**config.mk**
```make
export PLATFORM = sky130hd
export DESIGN_NAME = mouse_keys_emulator
export DESIGN_NICKNAME = d
export VERILOG_FILES = /design/src/hdl/mke_pkg.sv /design/src/hdl/mke_cfg_regs.sv /design/src/hdl/mke_core.sv /design/src/hdl/mouse_keys_emulator.sv
export SDC_FILE = /design/constraint.sdc
export NUM_CORES = 1
export LEC_CHECK = 0
export BUFFER_PORTS_ARGS = -buffer_cell sky130_fd_sc_hd__buf_2
export CAP_MARGIN = 10
export CORE_ASPECT_RATIO = 1.4
export CORE_MARGIN = 2
export CORE_UTILIZATION = 60
export DETAILED_ROUTE_END_ITERATION = 8
export PLACE_DENSITY = 0.87
export SLEW_MARGIN = 20
export SYNTH_ARGS = -nofsm -noshare
export SYNTH_HDL_FRONTEND = slang
export SYNTH_SLANG_ARGS = --single-unit
```
**constraint.sdc**
```tcl
create_clock -name clk -period 17.4 [get_ports clk]
set_input_delay 0.87 -clock clk [delete_from_list [all_inputs] [get_ports clk]]
set_output_delay 0.87 -clock clk [all_outputs]
set_load 0.01 [all_outputs]
```
**src/hdl/mke_pkg.sv**
```systemverilog
// mke_pkg: shared types and constants of the mouse keys emulator
// item and result payload structs, key codes, report codes, register indexes
// no dependencies
`timescale 1ns / 1ps

package mke_pkg;

  // one input item
  typedef struct packed {
    logic        kind;
    logic [5:0]  key_code;
    logic        key_down;
    logic        is_repeat;
    logic [15:0] event_tag;
    logic [1:0]  physical_kind;
  } item_t;

  // one result item
  typedef struct packed {
    logic               handled;
    logic [1:0]         report;
    logic [15:0]        buttons;
    logic signed [15:0] move_x;
    logic signed [15:0] move_y;
    logic [15:0]        report_tag;
    logic [1:0]         report_physical;
  } result_t;

  // configuration registers as seen by the core
  typedef struct packed {
    logic [15:0] initial_wait_pointer;
    logic [15:0] repeat_wait_pointer;
    logic [15:0] initial_wait_scroll;
    logic [15:0] repeat_wait_scroll;
    logic [9:0]  max_speed_pointer;
    logic [9:0]  accel_pointer;
    logic [9:0]  max_speed_scroll;
    logic [9:0]  accel_scroll;
  } cfg_t;

  // item kinds
  localparam logic KIND_KEY  = 1'b0;
  localparam logic KIND_TICK = 1'b1;

  // report codes
  localparam logic [1:0] REPORT_NONE    = 2'd0;
  localparam logic [1:0] REPORT_POINTER = 2'd1;
  localparam logic [1:0] REPORT_SCROLL  = 2'd2;

  // register indexes
  localparam logic [2:0] CFG_INITIAL_WAIT_POINTER = 3'd0;
  localparam logic [2:0] CFG_REPEAT_WAIT_POINTER  = 3'd1;
  localparam logic [2:0] CFG_INITIAL_WAIT_SCROLL  = 3'd2;
  localparam logic [2:0] CFG_REPEAT_WAIT_SCROLL   = 3'd3;
  localparam logic [2:0] CFG_MAX_SPEED_POINTER    = 3'd4;
  localparam logic [2:0] CFG_ACCEL_POINTER        = 3'd5;
  localparam logic [2:0] CFG_MAX_SPEED_SCROLL     = 3'd6;
  localparam logic [2:0] CFG_ACCEL_SCROLL         = 3'd7;

  // register reset values
  localparam logic [15:0] RST_INITIAL_WAIT_POINTER = 16'd0;
  localparam logic [15:0] RST_REPEAT_WAIT_POINTER  = 16'd20;
  localparam logic [15:0] RST_INITIAL_WAIT_SCROLL  = 16'd0;
  localparam logic [15:0] RST_REPEAT_WAIT_SCROLL   = 16'd50;
  localparam logic [9:0]  RST_MAX_SPEED_POINTER    = 10'd10;
  localparam logic [9:0]  RST_ACCEL_POINTER        = 10'd1;
  localparam logic [9:0]  RST_MAX_SPEED_SCROLL     = 10'd10;
  localparam logic [9:0]  RST_ACCEL_SCROLL         = 10'd1;

  // key codes
  localparam logic [5:0] KEY_BTN_FIRST   = 6'd1;
  localparam logic [5:0] KEY_BTN_LAST    = 6'd16;
  localparam logic [5:0] KEY_LOCK_FIRST  = 6'd17;
  localparam logic [5:0] KEY_LOCK_LAST   = 6'd32;
  localparam logic [5:0] KEY_UNLOCK_ALL  = 6'd33;
  localparam logic [5:0] KEY_UP          = 6'd34;
  localparam logic [5:0] KEY_DOWN        = 6'd35;
  localparam logic [5:0] KEY_LEFT        = 6'd36;
  localparam logic [5:0] KEY_RIGHT       = 6'd37;
  localparam logic [5:0] KEY_NE          = 6'd38;
  localparam logic [5:0] KEY_NW          = 6'd39;
  localparam logic [5:0] KEY_SE          = 6'd40;
  localparam logic [5:0] KEY_SW          = 6'd41;
  localparam logic [5:0] KEY_SCROLL_UP    = 6'd42;
  localparam logic [5:0] KEY_SCROLL_DOWN  = 6'd43;
  localparam logic [5:0] KEY_SCROLL_LEFT  = 6'd44;
  localparam logic [5:0] KEY_SCROLL_RIGHT = 6'd45;
  localparam logic [5:0] KEY_HIGH_SPEED  = 6'd46;
  localparam logic [5:0] KEY_FIX_UP      = 6'd47;
  localparam logic [5:0] KEY_FIX_DOWN    = 6'd48;
  localparam logic [5:0] KEY_FIX_LEFT    = 6'd49;
  localparam logic [5:0] KEY_FIX_RIGHT   = 6'd50;

  // motion constants
  localparam logic [10:0] HIGH_SPEED_POINTER = 11'd40;
  localparam logic [10:0] HIGH_SPEED_SCROLL  = 11'd40;
  localparam logic [14:0] FIXED_STEP         = 15'd100;
  localparam logic [4:0]  WHEEL_DELTA_SCALE  = 5'd1;
  localparam logic        SCROLL_INVERT      = 1'b0;
  localparam logic [10:0] SCALE_MAX          = 11'd2047;
  localparam logic [7:0]  COUNT_MAX          = 8'd255;

endpackage

```
**src/hdl/mke_cfg_regs.sv**
```systemverilog
// mke_cfg_regs: configuration register file of the mouse keys emulator
// depends on mke_pkg for the register struct, indexes and reset values
`timescale 1ns / 1ps

module mke_cfg_regs (
  input  logic          clk,
  input  logic          rst,
  input  logic          wr_en,
  input  logic [2:0]    wr_index,
  input  logic [15:0]   wr_data,
  output mke_pkg::cfg_t regs
);

  // register writes, one per request
  always_ff @(posedge clk) begin
    if (rst) begin
      regs.initial_wait_pointer <= mke_pkg::RST_INITIAL_WAIT_POINTER;
      regs.repeat_wait_pointer  <= mke_pkg::RST_REPEAT_WAIT_POINTER;
      regs.initial_wait_scroll  <= mke_pkg::RST_INITIAL_WAIT_SCROLL;
      regs.repeat_wait_scroll   <= mke_pkg::RST_REPEAT_WAIT_SCROLL;
      regs.max_speed_pointer    <= mke_pkg::RST_MAX_SPEED_POINTER;
      regs.accel_pointer        <= mke_pkg::RST_ACCEL_POINTER;
      regs.max_speed_scroll     <= mke_pkg::RST_MAX_SPEED_SCROLL;
      regs.accel_scroll         <= mke_pkg::RST_ACCEL_SCROLL;
    end else if (wr_en) begin
      case (wr_index)
        mke_pkg::CFG_INITIAL_WAIT_POINTER: regs.initial_wait_pointer <= wr_data;
        mke_pkg::CFG_REPEAT_WAIT_POINTER:  regs.repeat_wait_pointer  <= wr_data;
        mke_pkg::CFG_INITIAL_WAIT_SCROLL:  regs.initial_wait_scroll  <= wr_data;
        mke_pkg::CFG_REPEAT_WAIT_SCROLL:   regs.repeat_wait_scroll   <= wr_data;
        mke_pkg::CFG_MAX_SPEED_POINTER:    regs.max_speed_pointer    <= wr_data[9:0];
        mke_pkg::CFG_ACCEL_POINTER:        regs.accel_pointer        <= wr_data[9:0];
        mke_pkg::CFG_MAX_SPEED_SCROLL:     regs.max_speed_scroll     <= wr_data[9:0];
        mke_pkg::CFG_ACCEL_SCROLL:         regs.accel_scroll         <= wr_data[9:0];
        default: begin
        end
      endcase
    end
  end

endmodule

```
**src/hdl/mke_core.sv**
```systemverilog
// mke_core: state and single-pass update logic of the mouse keys emulator
// holds press counts, locks, direction, scale and countdown; depends on mke_pkg
`timescale 1ns / 1ps

module mke_core #(
  parameter int NUM_BUTTONS = 16
) (
  input  logic             clk,
  input  logic             rst,
  input  logic             step,
  input  mke_pkg::item_t   item,
  input  mke_pkg::cfg_t    cfg,
  output logic             res_valid,
  output mke_pkg::result_t res
);

  localparam int BTN_IDX_W = (NUM_BUTTONS > 1) ? $clog2(NUM_BUTTONS) : 1;

  // state
  logic signed [1:0]      dir_x, dir_y;
  logic [10:0]            speed_scale;
  logic                   scroll_mode, high_speed;
  logic [15:0]            saved_tag;
  logic [1:0]             saved_physical;
  logic [15:0]            countdown;
  logic                   timer_armed;
  logic [7:0]             press_count [NUM_BUTTONS];
  logic [NUM_BUTTONS-1:0] lock_bits;

  logic signed [1:0]      dir_x_next, dir_y_next;
  logic [10:0]            speed_scale_next;
  logic                   scroll_mode_next, high_speed_next;
  logic [15:0]            saved_tag_next;
  logic [1:0]             saved_physical_next;
  logic [15:0]            countdown_next;
  logic                   timer_armed_next;
  logic [7:0]             press_count_next [NUM_BUTTONS];
  logic [NUM_BUTTONS-1:0] lock_bits_next;

  // clamp a direction sum to -1..1
  function automatic logic signed [1:0] clamp1(input logic signed [2:0] v);
    if (v > 3'sd1) begin
      return 2'sd1;
    end else if (v < -3'sd1) begin
      return -2'sd1;
    end
    return v[1:0];
  endfunction

  // signed displacement from a direction and a magnitude
  function automatic logic signed [17:0] apply_dir(input logic signed [1:0] d,
                                                   input logic [15:0] mag);
    logic signed [17:0] m;
    m = signed'({2'b00, mag});
    case (d)
      2'sd1:   return m;
      -2'sd1:  return -m;
      default: return 18'sd0;
    endcase
  endfunction

  // saturate to 16 bits signed
  function automatic logic signed [15:0] sat16(input logic signed [17:0] v);
    if (v > 18'sd32767) begin
      return 16'sh7fff;
    end else if (v < -18'sd32768) begin
      return -16'sh8000;
    end
    return v[15:0];
  endfunction

  logic [5:0]              code;
  logic [5:0]              btn_raw, lock_raw;
  logic [BTN_IDX_W-1:0]    btn_idx, lock_idx;
  logic signed [1:0]       ddx, ddy;
  logic [10:0]             scale_used;
  logic [15:0]             mag;
  logic signed [17:0]      mx, my;
  logic [9:0]              max_sp, acc;
  logic [11:0]             scale_sum;
  logic [1:0]              report;
  logic                    handled;
  logic [15:0]             mask;

  assign code     = item.key_code;
  assign btn_raw  = code - mke_pkg::KEY_BTN_FIRST;
  assign lock_raw = code - mke_pkg::KEY_LOCK_FIRST;
  assign btn_idx  = btn_raw[BTN_IDX_W-1:0];
  assign lock_idx = lock_raw[BTN_IDX_W-1:0];

  // direction deltas of the motion and scroll keys
  always_comb begin
    ddx = 2'sd0;
    ddy = 2'sd0;
    case (code)
      mke_pkg::KEY_UP, mke_pkg::KEY_SCROLL_UP:       ddy = -2'sd1;
      mke_pkg::KEY_DOWN, mke_pkg::KEY_SCROLL_DOWN:   ddy = 2'sd1;
      mke_pkg::KEY_LEFT, mke_pkg::KEY_SCROLL_LEFT:   ddx = -2'sd1;
      mke_pkg::KEY_RIGHT, mke_pkg::KEY_SCROLL_RIGHT: ddx = 2'sd1;
      mke_pkg::KEY_NE: begin
        ddx = 2'sd1;
        ddy = -2'sd1;
      end
      mke_pkg::KEY_NW: begin
        ddx = -2'sd1;
        ddy = -2'sd1;
      end
      mke_pkg::KEY_SE: begin
        ddx = 2'sd1;
        ddy = 2'sd1;
      end
      mke_pkg::KEY_SW: begin
        ddx = -2'sd1;
        ddy = 2'sd1;
      end
      default: begin
      end
    endcase
  end

  // update of the state and the result for one item
  always_comb begin
    dir_x_next          = dir_x;
    dir_y_next          = dir_y;
    speed_scale_next    = speed_scale;
    scroll_mode_next    = scroll_mode;
    high_speed_next     = high_speed;
    saved_tag_next      = saved_tag;
    saved_physical_next = saved_physical;
    countdown_next      = countdown;
    timer_armed_next    = timer_armed;
    press_count_next    = press_count;
    lock_bits_next      = lock_bits;
    res_valid           = 1'b0;
    handled             = 1'b0;
    report              = mke_pkg::REPORT_NONE;
    mx                  = 18'sd0;
    my                  = 18'sd0;
    scale_used          = speed_scale;
    mag                 = 16'd0;
    max_sp              = cfg.max_speed_pointer;
    acc                 = cfg.accel_pointer;
    scale_sum           = 12'd0;

    if (item.kind == mke_pkg::KIND_TICK) begin
      // countdown and repeated motion
      if (timer_armed) begin
        if (countdown > 16'd1) begin
          countdown_next = countdown - 16'd1;
        end else begin
          res_valid = 1'b1;
          if (!scroll_mode) begin
            report         = mke_pkg::REPORT_POINTER;
            scale_used     = high_speed ? mke_pkg::HIGH_SPEED_POINTER : speed_scale;
            mag            = 16'(scale_used);
            max_sp         = cfg.max_speed_pointer;
            acc            = cfg.accel_pointer;
            countdown_next = cfg.repeat_wait_pointer;
            mx             = apply_dir(dir_x, mag);
            my             = apply_dir(dir_y, mag);
          end else begin
            report         = mke_pkg::REPORT_SCROLL;
            scale_used     = high_speed ? mke_pkg::HIGH_SPEED_SCROLL : speed_scale;
            mag            = 16'(scale_used) * 16'(mke_pkg::WHEEL_DELTA_SCALE);
            max_sp         = cfg.max_speed_scroll;
            acc            = cfg.accel_scroll;
            countdown_next = cfg.repeat_wait_scroll;
            mx             = apply_dir(dir_x, mag);
            my             = apply_dir(dir_y, mag);
            if (mke_pkg::SCROLL_INVERT) begin
              mx = -mx;
              my = -my;
            end
          end
          // acceleration while the scale is below the maximum
          if (speed_scale < {1'b0, max_sp}) begin
            scale_sum = {1'b0, speed_scale} + {2'b00, acc};
            speed_scale_next = (scale_sum > {1'b0, mke_pkg::SCALE_MAX}) ?
                               mke_pkg::SCALE_MAX : scale_sum[10:0];
          end
        end
      end
    end else begin
      res_valid           = 1'b1;
      saved_physical_next = item.physical_kind;
      if (code inside {[mke_pkg::KEY_BTN_FIRST:mke_pkg::KEY_BTN_LAST]}) begin
        // held buttons
        if (btn_raw < 6'(NUM_BUTTONS)) begin
          handled = 1'b1;
          if (!item.is_repeat) begin
            if (item.key_down) begin
              if (press_count[btn_idx] < mke_pkg::COUNT_MAX) begin
                press_count_next[btn_idx] = press_count[btn_idx] + 8'd1;
              end
            end else if (press_count[btn_idx] != 8'd0) begin
              press_count_next[btn_idx] = press_count[btn_idx] - 8'd1;
            end
            report = mke_pkg::REPORT_POINTER;
          end
        end
      end else if (code inside {[mke_pkg::KEY_UP:mke_pkg::KEY_HIGH_SPEED]}) begin
        // direction, scroll and high speed keys
        handled = 1'b1;
        if (!item.is_repeat) begin
          if (code == mke_pkg::KEY_HIGH_SPEED) begin
            high_speed_next = item.key_down;
          end else if (item.key_down) begin
            dir_x_next       = clamp1(3'(dir_x) + 3'(ddx));
            dir_y_next       = clamp1(3'(dir_y) + 3'(ddy));
            scroll_mode_next = (code >= mke_pkg::KEY_SCROLL_UP);
          end else begin
            dir_x_next = clamp1(3'(dir_x) - 3'(ddx));
            dir_y_next = clamp1(3'(dir_y) - 3'(ddy));
          end
          saved_tag_next = item.event_tag;
          if (dir_x_next != 2'sd0 || dir_y_next != 2'sd0) begin
            countdown_next   = scroll_mode_next ? cfg.initial_wait_scroll
                                                : cfg.initial_wait_pointer;
            timer_armed_next = 1'b1;
          end else begin
            speed_scale_next = 11'd1;
            timer_armed_next = 1'b0;
          end
        end
      end else if (code inside {[mke_pkg::KEY_FIX_UP:mke_pkg::KEY_FIX_RIGHT]}) begin
        // fixed single steps
        handled = 1'b1;
        if (item.key_down) begin
          report = mke_pkg::REPORT_POINTER;
          case (code)
            mke_pkg::KEY_FIX_UP:   my = -18'(signed'({1'b0, mke_pkg::FIXED_STEP}));
            mke_pkg::KEY_FIX_DOWN: my = 18'(signed'({1'b0, mke_pkg::FIXED_STEP}));
            mke_pkg::KEY_FIX_LEFT: mx = -18'(signed'({1'b0, mke_pkg::FIXED_STEP}));
            default:               mx = 18'(signed'({1'b0, mke_pkg::FIXED_STEP}));
          endcase
        end
      end else if (code == mke_pkg::KEY_UNLOCK_ALL) begin
        handled        = 1'b1;
        lock_bits_next = '0;
        report         = mke_pkg::REPORT_POINTER;
      end else if (code inside {[mke_pkg::KEY_LOCK_FIRST:mke_pkg::KEY_LOCK_LAST]}) begin
        // lock toggles on press only
        if (lock_raw < 6'(NUM_BUTTONS)) begin
          handled = 1'b1;
          if (!item.is_repeat && item.key_down) begin
            lock_bits_next[lock_idx] = ~lock_bits[lock_idx];
            report = mke_pkg::REPORT_POINTER;
          end
        end
      end
    end
  end

  // button mask after the update
  always_comb begin
    mask = '0;
    for (int i = 0; i < NUM_BUTTONS; i++) begin
      mask[i] = (press_count_next[i] != 8'd0) || lock_bits_next[i];
    end
  end

  // result fields, all but handled and report zero when nothing is reported
  always_comb begin
    res         = '0;
    res.handled = handled;
    res.report  = report;
    if (report != mke_pkg::REPORT_NONE) begin
      res.buttons = mask;
      res.move_x  = sat16(mx);
      res.move_y  = sat16(my);
      if (item.kind == mke_pkg::KIND_TICK) begin
        res.report_tag      = saved_tag;
        res.report_physical = saved_physical;
      end else begin
        res.report_tag      = item.event_tag;
        res.report_physical = item.physical_kind;
      end
    end
  end

  // state registers
  always_ff @(posedge clk) begin
    if (rst) begin
      dir_x          <= 2'sd0;
      dir_y          <= 2'sd0;
      speed_scale    <= 11'd1;
      scroll_mode    <= 1'b0;
      high_speed     <= 1'b0;
      saved_tag      <= 16'd0;
      saved_physical <= 2'd0;
      countdown      <= 16'd0;
      timer_armed    <= 1'b0;
      lock_bits      <= '0;
      for (int i = 0; i < NUM_BUTTONS; i++) begin
        press_count[i] <= 8'd0;
      end
    end else if (step) begin
      dir_x          <= dir_x_next;
      dir_y          <= dir_y_next;
      speed_scale    <= speed_scale_next;
      scroll_mode    <= scroll_mode_next;
      high_speed     <= high_speed_next;
      saved_tag      <= saved_tag_next;
      saved_physical <= saved_physical_next;
      countdown      <= countdown_next;
      timer_armed    <= timer_armed_next;
      lock_bits      <= lock_bits_next;
      press_count    <= press_count_next;
    end
  end

  // timer only runs while some direction is held
  a_armed_has_dir: assert property (@(posedge clk) disable iff (rst)
    timer_armed |-> (dir_x != 2'sd0 || dir_y != 2'sd0))
    else $error("timer armed with no direction");

  // clamped directions never take the unused code
  a_dir_clamped: assert property (@(posedge clk) disable iff (rst)
    dir_x != -2'sd2 && dir_y != -2'sd2)
    else $error("direction outside -1..1");

  // scale never drops to zero
  a_scale_nonzero: assert property (@(posedge clk) disable iff (rst)
    speed_scale != 11'd0)
    else $error("speed scale is zero");

  // scroll reports come only from an expiring countdown
  a_scroll_from_tick: assert property (@(posedge clk) disable iff (rst)
    (res_valid && res.report == mke_pkg::REPORT_SCROLL) |->
      (item.kind == mke_pkg::KIND_TICK && !res.handled))
    else $error("scroll report not from a tick");

  // disarming the timer resets the scale
  a_disarm_scale: assert property (@(posedge clk) disable iff (rst)
    $fell(timer_armed) |-> speed_scale == 11'd1)
    else $error("scale kept after disarm");

endmodule

```
**src/hdl/mouse_keys_emulator.sv**
```systemverilog
// A request accepted into the input register has its result loaded into the result
// register once that register is free, and the result is valid from then on. A tick
// that does not expire gives no result. Throughput: one item per cycle; the input
// register advances whenever the result register is empty or is being taken, so only
// a stalled result slows the input. Reset (rst, synchronous): direction, scale 1,
// modes, countdown, press counts, locks and configuration registers return to their
// reset values.
`timescale 1ns / 1ps

module mouse_keys_emulator #(
  parameter int NUM_BUTTONS = 16
) (
  input  logic             clk,
  input  logic             rst,
  input  logic             item_valid,
  output logic             item_stall,
  input  mke_pkg::item_t   item,
  output logic             result_valid,
  input  logic             result_stall,
  output mke_pkg::result_t result,
  input  logic             cfg_valid,
  output logic             cfg_ready,
  input  logic [2:0]       cfg_index,
  input  logic [15:0]      cfg_data
);

  logic             s1_valid;
  mke_pkg::item_t   s1_item;
  logic             out_free;
  logic             s1_adv;
  logic             item_accept;
  mke_pkg::cfg_t    cfg;
  logic             core_res_valid;
  mke_pkg::result_t core_res;

  // handshake control
  assign out_free    = !result_valid || !result_stall;
  assign s1_adv      = s1_valid && out_free;
  assign item_stall  = s1_valid && !out_free;
  assign item_accept = item_valid && !item_stall;
  assign cfg_ready   = 1'b1;

  // configuration registers
  mke_cfg_regs u_cfg (
    .clk      (clk),
    .rst      (rst),
    .wr_en    (cfg_valid && cfg_ready),
    .wr_index (cfg_index),
    .wr_data  (cfg_data),
    .regs     (cfg)
  );

  // input register
  always_ff @(posedge clk) begin
    if (rst) begin
      s1_valid <= 1'b0;
    end else if (item_accept) begin
      s1_valid <= 1'b1;
    end else if (s1_adv) begin
      s1_valid <= 1'b0;
    end
  end

  always_ff @(posedge clk) begin
    if (item_accept) begin
      s1_item <= item;
    end
  end

  // state update and result logic
  mke_core #(
    .NUM_BUTTONS (NUM_BUTTONS)
  ) u_core (
    .clk       (clk),
    .rst       (rst),
    .step      (s1_adv),
    .item      (s1_item),
    .cfg       (cfg),
    .res_valid (core_res_valid),
    .res       (core_res)
  );

  // result register
  always_ff @(posedge clk) begin
    if (rst) begin
      result_valid <= 1'b0;
    end else if (out_free) begin
      result_valid <= s1_adv && core_res_valid;
    end
  end

  always_ff @(posedge clk) begin
    if (s1_adv && core_res_valid) begin
      result <= core_res;
    end
  end

  // a stall on the input only comes from a blocked result register
  a_stall_cause: assert property (@(posedge clk) disable iff (rst)
    item_stall |-> (s1_valid && result_valid && result_stall))
    else $error("input stalled without a blocked result");

  // a request that advances with a result shows up in the next cycle
  a_result_follows: assert property (@(posedge clk) disable iff (rst)
    (s1_adv && core_res_valid) |=> result_valid)
    else $error("result lost");

  // a held input request is not dropped
  a_s1_held: assert property (@(posedge clk) disable iff (rst)
    (s1_valid && !out_free) |=> s1_valid)
    else $error("input request dropped while blocked");

endmodule
```
==> results.yml, run 1 <==
sta:
  finalHoldViolCount: 0
  finalCriticalPeriod_ns: 6.18
  max_freq_ghz: 0.162
  period_share_pct: 35.5
  clock_skew_ns: 0.0146
  fin_setup_tns_ns: 0
  drv_slew: 0
  slew_headroom_pct: 7.74
  rsz0062_at_grt: "no"
  setup_viol: 0
  worst_slew_pin_slew_ns: 1.37
synth:
  synth_async_sr_flop_share_pct: 0
  yosysWarnings: 0
  synth-seq-area-share_pct: 42.9
  synth_seq_cells: 398
  synth_area_per_cell_um2: 8.63
  synth-edff-count: 96
  synth_fp_nets: 2505
  syn_area_um2: 20800
  netlist_instances: 2411
  synthDistinctLibCells: 83
  synth_top_flop_cell: "dfxtp_1"
setup_path:
  cp_max_fo: 21
  worstPathRequired_ns: 17.68
  r2r_setup_slack_ns: 11.22
  start_kind: "flip-flop"
  crit_arrival_ns: 6.46
  cp-end-kind: "flip-flop"
  path_class: "reg2reg"
pwr:
  pwr-share-comb_pct: 9.2
  clockPowerShare_pct: 44.3
  cellPowerDensity_nw_per_um2: 90.7
  power.internal_mw: 1.56
  p_leak_nw: 8.32
  swShare_pct: 25.5
  seq_power_share_pct: 46.6
  peakVddDrop_uv: 93.6
  p_sw_uw: 532
routing:
  wire_per_inst_um: 24.4
  drt_iter0_drc: 2544
  ant_nets: 0
  routed_wirelength_um: 71400
  vias: 19700
  drtPass1Iterations: 8
  detail_route.vias_per_cell: 6.74
  drc: 0
cts:
  cts.clk_slew.worst_paths_ns: 0.07
  ctsResizeCount: 0
  cts_buffers: 40
  cts-htree-levels: 2
  post_cts_buffers: 0
  clk_path_buf_depth: 3
  cts_tree: "yes"
  cts-root-buf: "clkbuf_16"
  hold_buffers: 0
  cts.sinks: 398
  clk_latency_ns: 0.55
global_routing:
  grt_max_degree: 118
  grt_first_pass_wirelength_um: 108000
  antenna_found_initial: 4
  gr-total-overflow: 0
  grt_util_all_layers_pct: 38.6
  first_global_vias: 18800
job:
  cap_violations: 0
die:
  fp.dieW_um: 161
  coreArea_um2: 34100
  io_pins: 123
  dieArea_um2: 36200
  die_h_um: 224
  start_util_pct: 61.0
  row_count: 80
layout:
  fin_util_pct: 67.5
  drive_above_1_share_pct: 12.8
  syn2layout_area_growth_pct: 10.7
  fin_nets: 2531
placed_design:
  io_buffers: 121
  hpwlAfterDp_um: 48500
  gp_congestion: 1.01
status:
  status: "finished, final reports clean"
min_path:
  hp-class: "reg2reg"
==> logic make-up after synthesis <==
family                   Yosys count  share of synthesized area (%)
adder cells (fa/ha/maj)           43                           2.84
AND/OR/NAND/NOR                  944                           19.7
other                              1                         0.0180
XOR/XNOR                          39                           1.64
multiplexers                     146                           9.46
AO/OA/AOI/OAI                    626                           19.3
buffers and inverters            214                           4.17
flip-flops                       398                           42.9
==> metal layers <==
metal	vias to the layer above	GRT usage, %	routed length (µm)	share of wire (%)
met2	1248	66.8	35100	49
met4	0	27.0	6060	8.5
li1	8735	-	-	-
met5	-	0	0	0
met1	9335	43.7	24600	34
met3	380	5.68	5780	8.1
==> flip-flops by register name (all words and copies together), names as in the netlist, 11 cells and up <==
signal	cells
result	69
s1_item	27
u_cfg.regs	104
u_core.countdown	16
u_core.lock_bits	16
u_core.press_count	128
u_core.saved_tag	16
u_core.speed_scale	11
==> critical path, stage by stage, from the launching register on <==
cell and delay [ns]:
edfxtp_1 0.58, inv_1 0.17, ha_1 0.32, xnor2_2 0.16
buf_4 0.25, nor3_1 0.81, a22oi_1 0.47, a2111oi_0 1.08
a21oi_1 0.19, a21oi_1 0.46, o21ai_0 0.51, o32a_1 0.53
a211oi_1 0.25, a31oi_1 0.12
==> cell type report <==
cell class / instances / area (µm²)
Timing Repair Buffer: 156 / 885
Fill cell: 2613 / 11100
Antenna cell: 4 / 10.0
Sequential cell: 398 / 8930
Inverter: 42 / 158
Tap cell: 451 / 564
Clock buffer: 53 / 1170
Clock inverter: 21 / 235
Multi-Input combinational cell: 1799 / 11100
==> placed cells by master, fill, tap and decap left out, types with 28 or more instances in the layout <==
master / netlist / layout
mux2i_1: 83 / 83
mux4_2: 38 / 38
ha_1: 36 / 36
nand2_1: 443 / 443
buf_2: 5 / 120
edfxtp_1: 96 / 96
nand3_1: 30 / 30
xnor2_1: 29 / 28
o21ai_0: 106 / 105
nor2_1: 272 / 272
a211oi_1: 46 / 46
nor3_1: 47 / 43
a21oi_1: 207 / 206
inv_1: 41 / 40
clkbuf_16: 0 / 44
buf_4: 4 / 33
a22oi_1: 106 / 106
dfxtp_1: 302 / 301
==> final timing paths <==
kind                          to      startpoint  cells after the start
setup / recovery      result[60]     s1_item[21]                     13
hold / removal    u_cfg.regs[68]  u_cfg.regs[68]                      2
setup reg to reg      result[60]     s1_item[21]                     13
hold reg to reg   u_cfg.regs[68]  u_cfg.regs[68]                      2
==> power groups by stage <==
stage	Combinational, mW	Clock, mW	Sequential, mW
global placement	0.181	0	0.992
detailed placement	0.184	0	0.993
floorplan	0.127	0	0.990
CTS	0.186	0.926	0.973
finish	0.192	0.925	0.973
global route	0.202	0.961	0.974
==> cells in the mapped netlist, drive strengths merged (14+ instances only) <==
master	count	area, µm²
xnor2	29	254
buf	20	126
a22oi	106	796
inv	41	154
mux2i	83	831
clkbuf	152	583
and3	15	93.8
o211ai	14	110
or3	17	121
mux4	38	856
a31oi	20	125
nor3	47	235
dfxtp	302	6050
nor2	273	1030
nor4	21	138
a21oi	207	1040
edfxtp	96	2880
mux2	25	282
a211oi	46	345
nor2b	20	125
o21ai	108	541
nand2	443	1660
o32ai	17	149
ha	36	450
nand3	30	150
==> stage by stage <==
stage          power [mW]  instances  instance area [µm²]  hold WS (ns)  worst slack, ns
2_1_floorplan        1.12       2411                20800         0.430            11.89
3_3_place_gp         1.17       2846                21600         0.437            11.58
3_5_place_dp         1.18       2846                21600         0.446            11.46
4_1_cts              2.08       2920                23000         0.454            11.43
5_1_grt              2.14       2924                23000         0.466            10.97
6_report             2.09       2924                23000         0.454            11.22
No activity file was read; power rests on OpenSTA's default activity.
==> inputs of run 2 (changes only) <==
--- a/config.mk
+++ b/config.mk
@@ -9,9 +9,9 @@
 export CAP_MARGIN = 10
 export CORE_ASPECT_RATIO = 1.4
 export CORE_MARGIN = 2
-export CORE_UTILIZATION = 60
+export CORE_UTILIZATION = 56
 export DETAILED_ROUTE_END_ITERATION = 8
-export PLACE_DENSITY = 0.87
+export PLACE_DENSITY = 0.85
 export SLEW_MARGIN = 20
 export SYNTH_ARGS = -nofsm -noshare
 export SYNTH_HDL_FRONTEND = slang
==> constraint.sdc (replaced) <==
create_clock -name clk -period 5.4 [get_ports clk]
set_input_delay 0.27 -clock clk [delete_from_list [all_inputs] [get_ports clk]]
set_output_delay 0.27 -clock clk [all_outputs]
set_load 0.01 [all_outputs]
==> results.yml, run 2 (synthesis results as in run 1) <==
placed_design:
  hpwlAfterDp_um: 49800
  gp_congestion: 1.04
  place_area_um2: 22000
  pre_cts_ws_ns: 0.555
  io_buffers: 121
sta:
  setup_viol: 0
  finalHoldViolCount: 0
  period_share_pct: 92.7
  drv_slew: 0
  fin_setup_tns_ns: 0
  rsz0062_at_grt: "no"
  max_freq_ghz: 0.200
  worst_slew_pin_slew_ns: 1.16
  clock_skew_ns: 0.0280
  finalCriticalPeriod_ns: 5.00
  slew_headroom_pct: 22.1
  layout_setup_ws_ns: 0.396
cts:
  cts.sinks: 398
  post_cts_buffers: 0
  cts_buffers: 40
  clk_latency_ns: 0.56
  cts-root-buf: "clkbuf_16"
  clk_path_buf_depth: 3
  cts.clk_slew.worst_paths_ns: 0.06
  cts-htree-levels: 2
  cts_tree: "yes"
global_routing:
  grt_first_pass_wirelength_um: 110000
  gr-total-overflow: 0
  grt_util_all_layers_pct: 36.5
  grt_max_degree: 186
  grt_use_met2_pct: 63.0
  grt_busiest_layer: "met2"
  first_global_vias: 19100
  antenna_found_initial: 2
  use_met3_pct: 5.91
  grt_util_met1_pct: 40.9
pwr:
  cellPowerDensity_nw_per_um2: 280
  p_leak_nw: 8.65
  peakVddDrop_uv: 293
  p_total_mw: 6.62
layout:
  fin_area_um2: 23600
  drive_above_1_share_pct: 13.7
  fillers: 2924
  largest_reg_flops: 128
  final_common_cell: "nand2_1"
  fin_nets: 2604
  multiInputGateArea_um2: 11100
  syn2layout_area_growth_pct: 13.5
  top_regs: "u_core.press_count: 128 flops, u_cfg.regs: 104 flops, result: 69 flops"
  regMostFlops: "u_core.press_count"
  final_cell_mix: "nand2_1, dfxtp_1, nor2_1"
  final-seq-area_um2: 8930
status:
  status: "finished, final reports clean"
die:
  coreArea_um2: 36700
  io_pins: 123
  dieArea_um2: 38700
  row_count: 83
  start_util_pct: 56.8
  die_h_um: 232
  fp.dieW_um: 167
routing:
  drc: 0
  drt_iter0_drc: 2307
  detail_route.vias_per_cell: 6.59
  drtPass1Iterations: 7
  routed_wirelength_um: 72400
  ant_nets: 0
  vias: 19800
  wire_per_inst_um: 24.0
setup_path:
  start_kind: "flip-flop"
  cp-end-kind: "flip-flop"
  crit_arrival_ns: 5.29
  cp_max_fo: 12
  worstPathRequired_ns: 5.69
  path_class: "reg2reg"
job:
  cap_violations: 0
min_path:
  hp-class: "in2reg"
-- run 2: cell types whose count changed in the layout (fill, tap and decap cells not counted), sizes merged --
cell	delta
clkinv	+2
clkinvlp	-4
bufinv	-2
inv	-1
buf	+39
diode	-1
dlygate4sd3	+34
clkbuf	+4
-- run 2: worst max-delay path: stages, from the launching register on --
cell and delay, ns:
edfxtp_1 0.55, inv_1 0.16, ha_1 0.31, xnor2_2 0.68, buf_4 0.32, mux2i_1 0.31
mux2_2 0.31, nand2_1 0.15, or3_1 0.48, a311o_1 0.43, or2_4 0.32, or3_4 0.43
o211ai_2 0.16, a31oi_1 0.10
-- run 2: area by class of cell --
type | instances | area share (%)
multi-input combinational | 1799 | 46.9
sequential | 398 | 37.8
timing repair buffer | 229 | 6.61
tap | 467 | 2.47
clock buffer | 57 | 4.86
antenna | 3 | 0.0318
inverter | 42 | 0.667
clock inverter | 16 | 0.683
-- run 2: final timing paths --
check             slack (ns)      startpoint             end  cells after the start
hold reg to reg         0.45  u_cfg.regs[81]  u_cfg.regs[81]                      2
setup reg to reg        0.40     s1_item[21]      result[56]                     13
setup / recovery        0.40     s1_item[21]      result[56]                     13
hold / removal          0.03     cfg_data[5]  u_cfg.regs[77]                      3
-- run 2: metrics by stage --
stage               hold slack, ns  std cells  utilization [%]
floorplan                    0.369       2411                -
global placement             0.437       2901             59.9
detailed placement           0.445       2901             59.9
CTS                         0.0132       3008             64.4
global route                0.0322       3010             64.4
finish                      0.0285       3011             64.4
-- run 2: repair_timing --
action,in CTS,in global routing
gates resized for setup,0,0
hold buffers,34,0
hold endpoints to repair,48,0
-- run 2: metal layers --
layer	part of all wire, %	wire length, µm	vias up
li1	-	-	8865
met1	35	25100	9418
met2	49	35400	1187
met3	7.9	5710	369
met4	8.6	6190	0
met5	0	0	-
-- run 2: report_power, final --
group	total (mW)	internal [mW]	switching, mW
registers	3.14	3.10	0.0386
logic	0.677	0.224	0.453
clock network	2.80	1.59	1.22
total	6.62	4.91	1.71
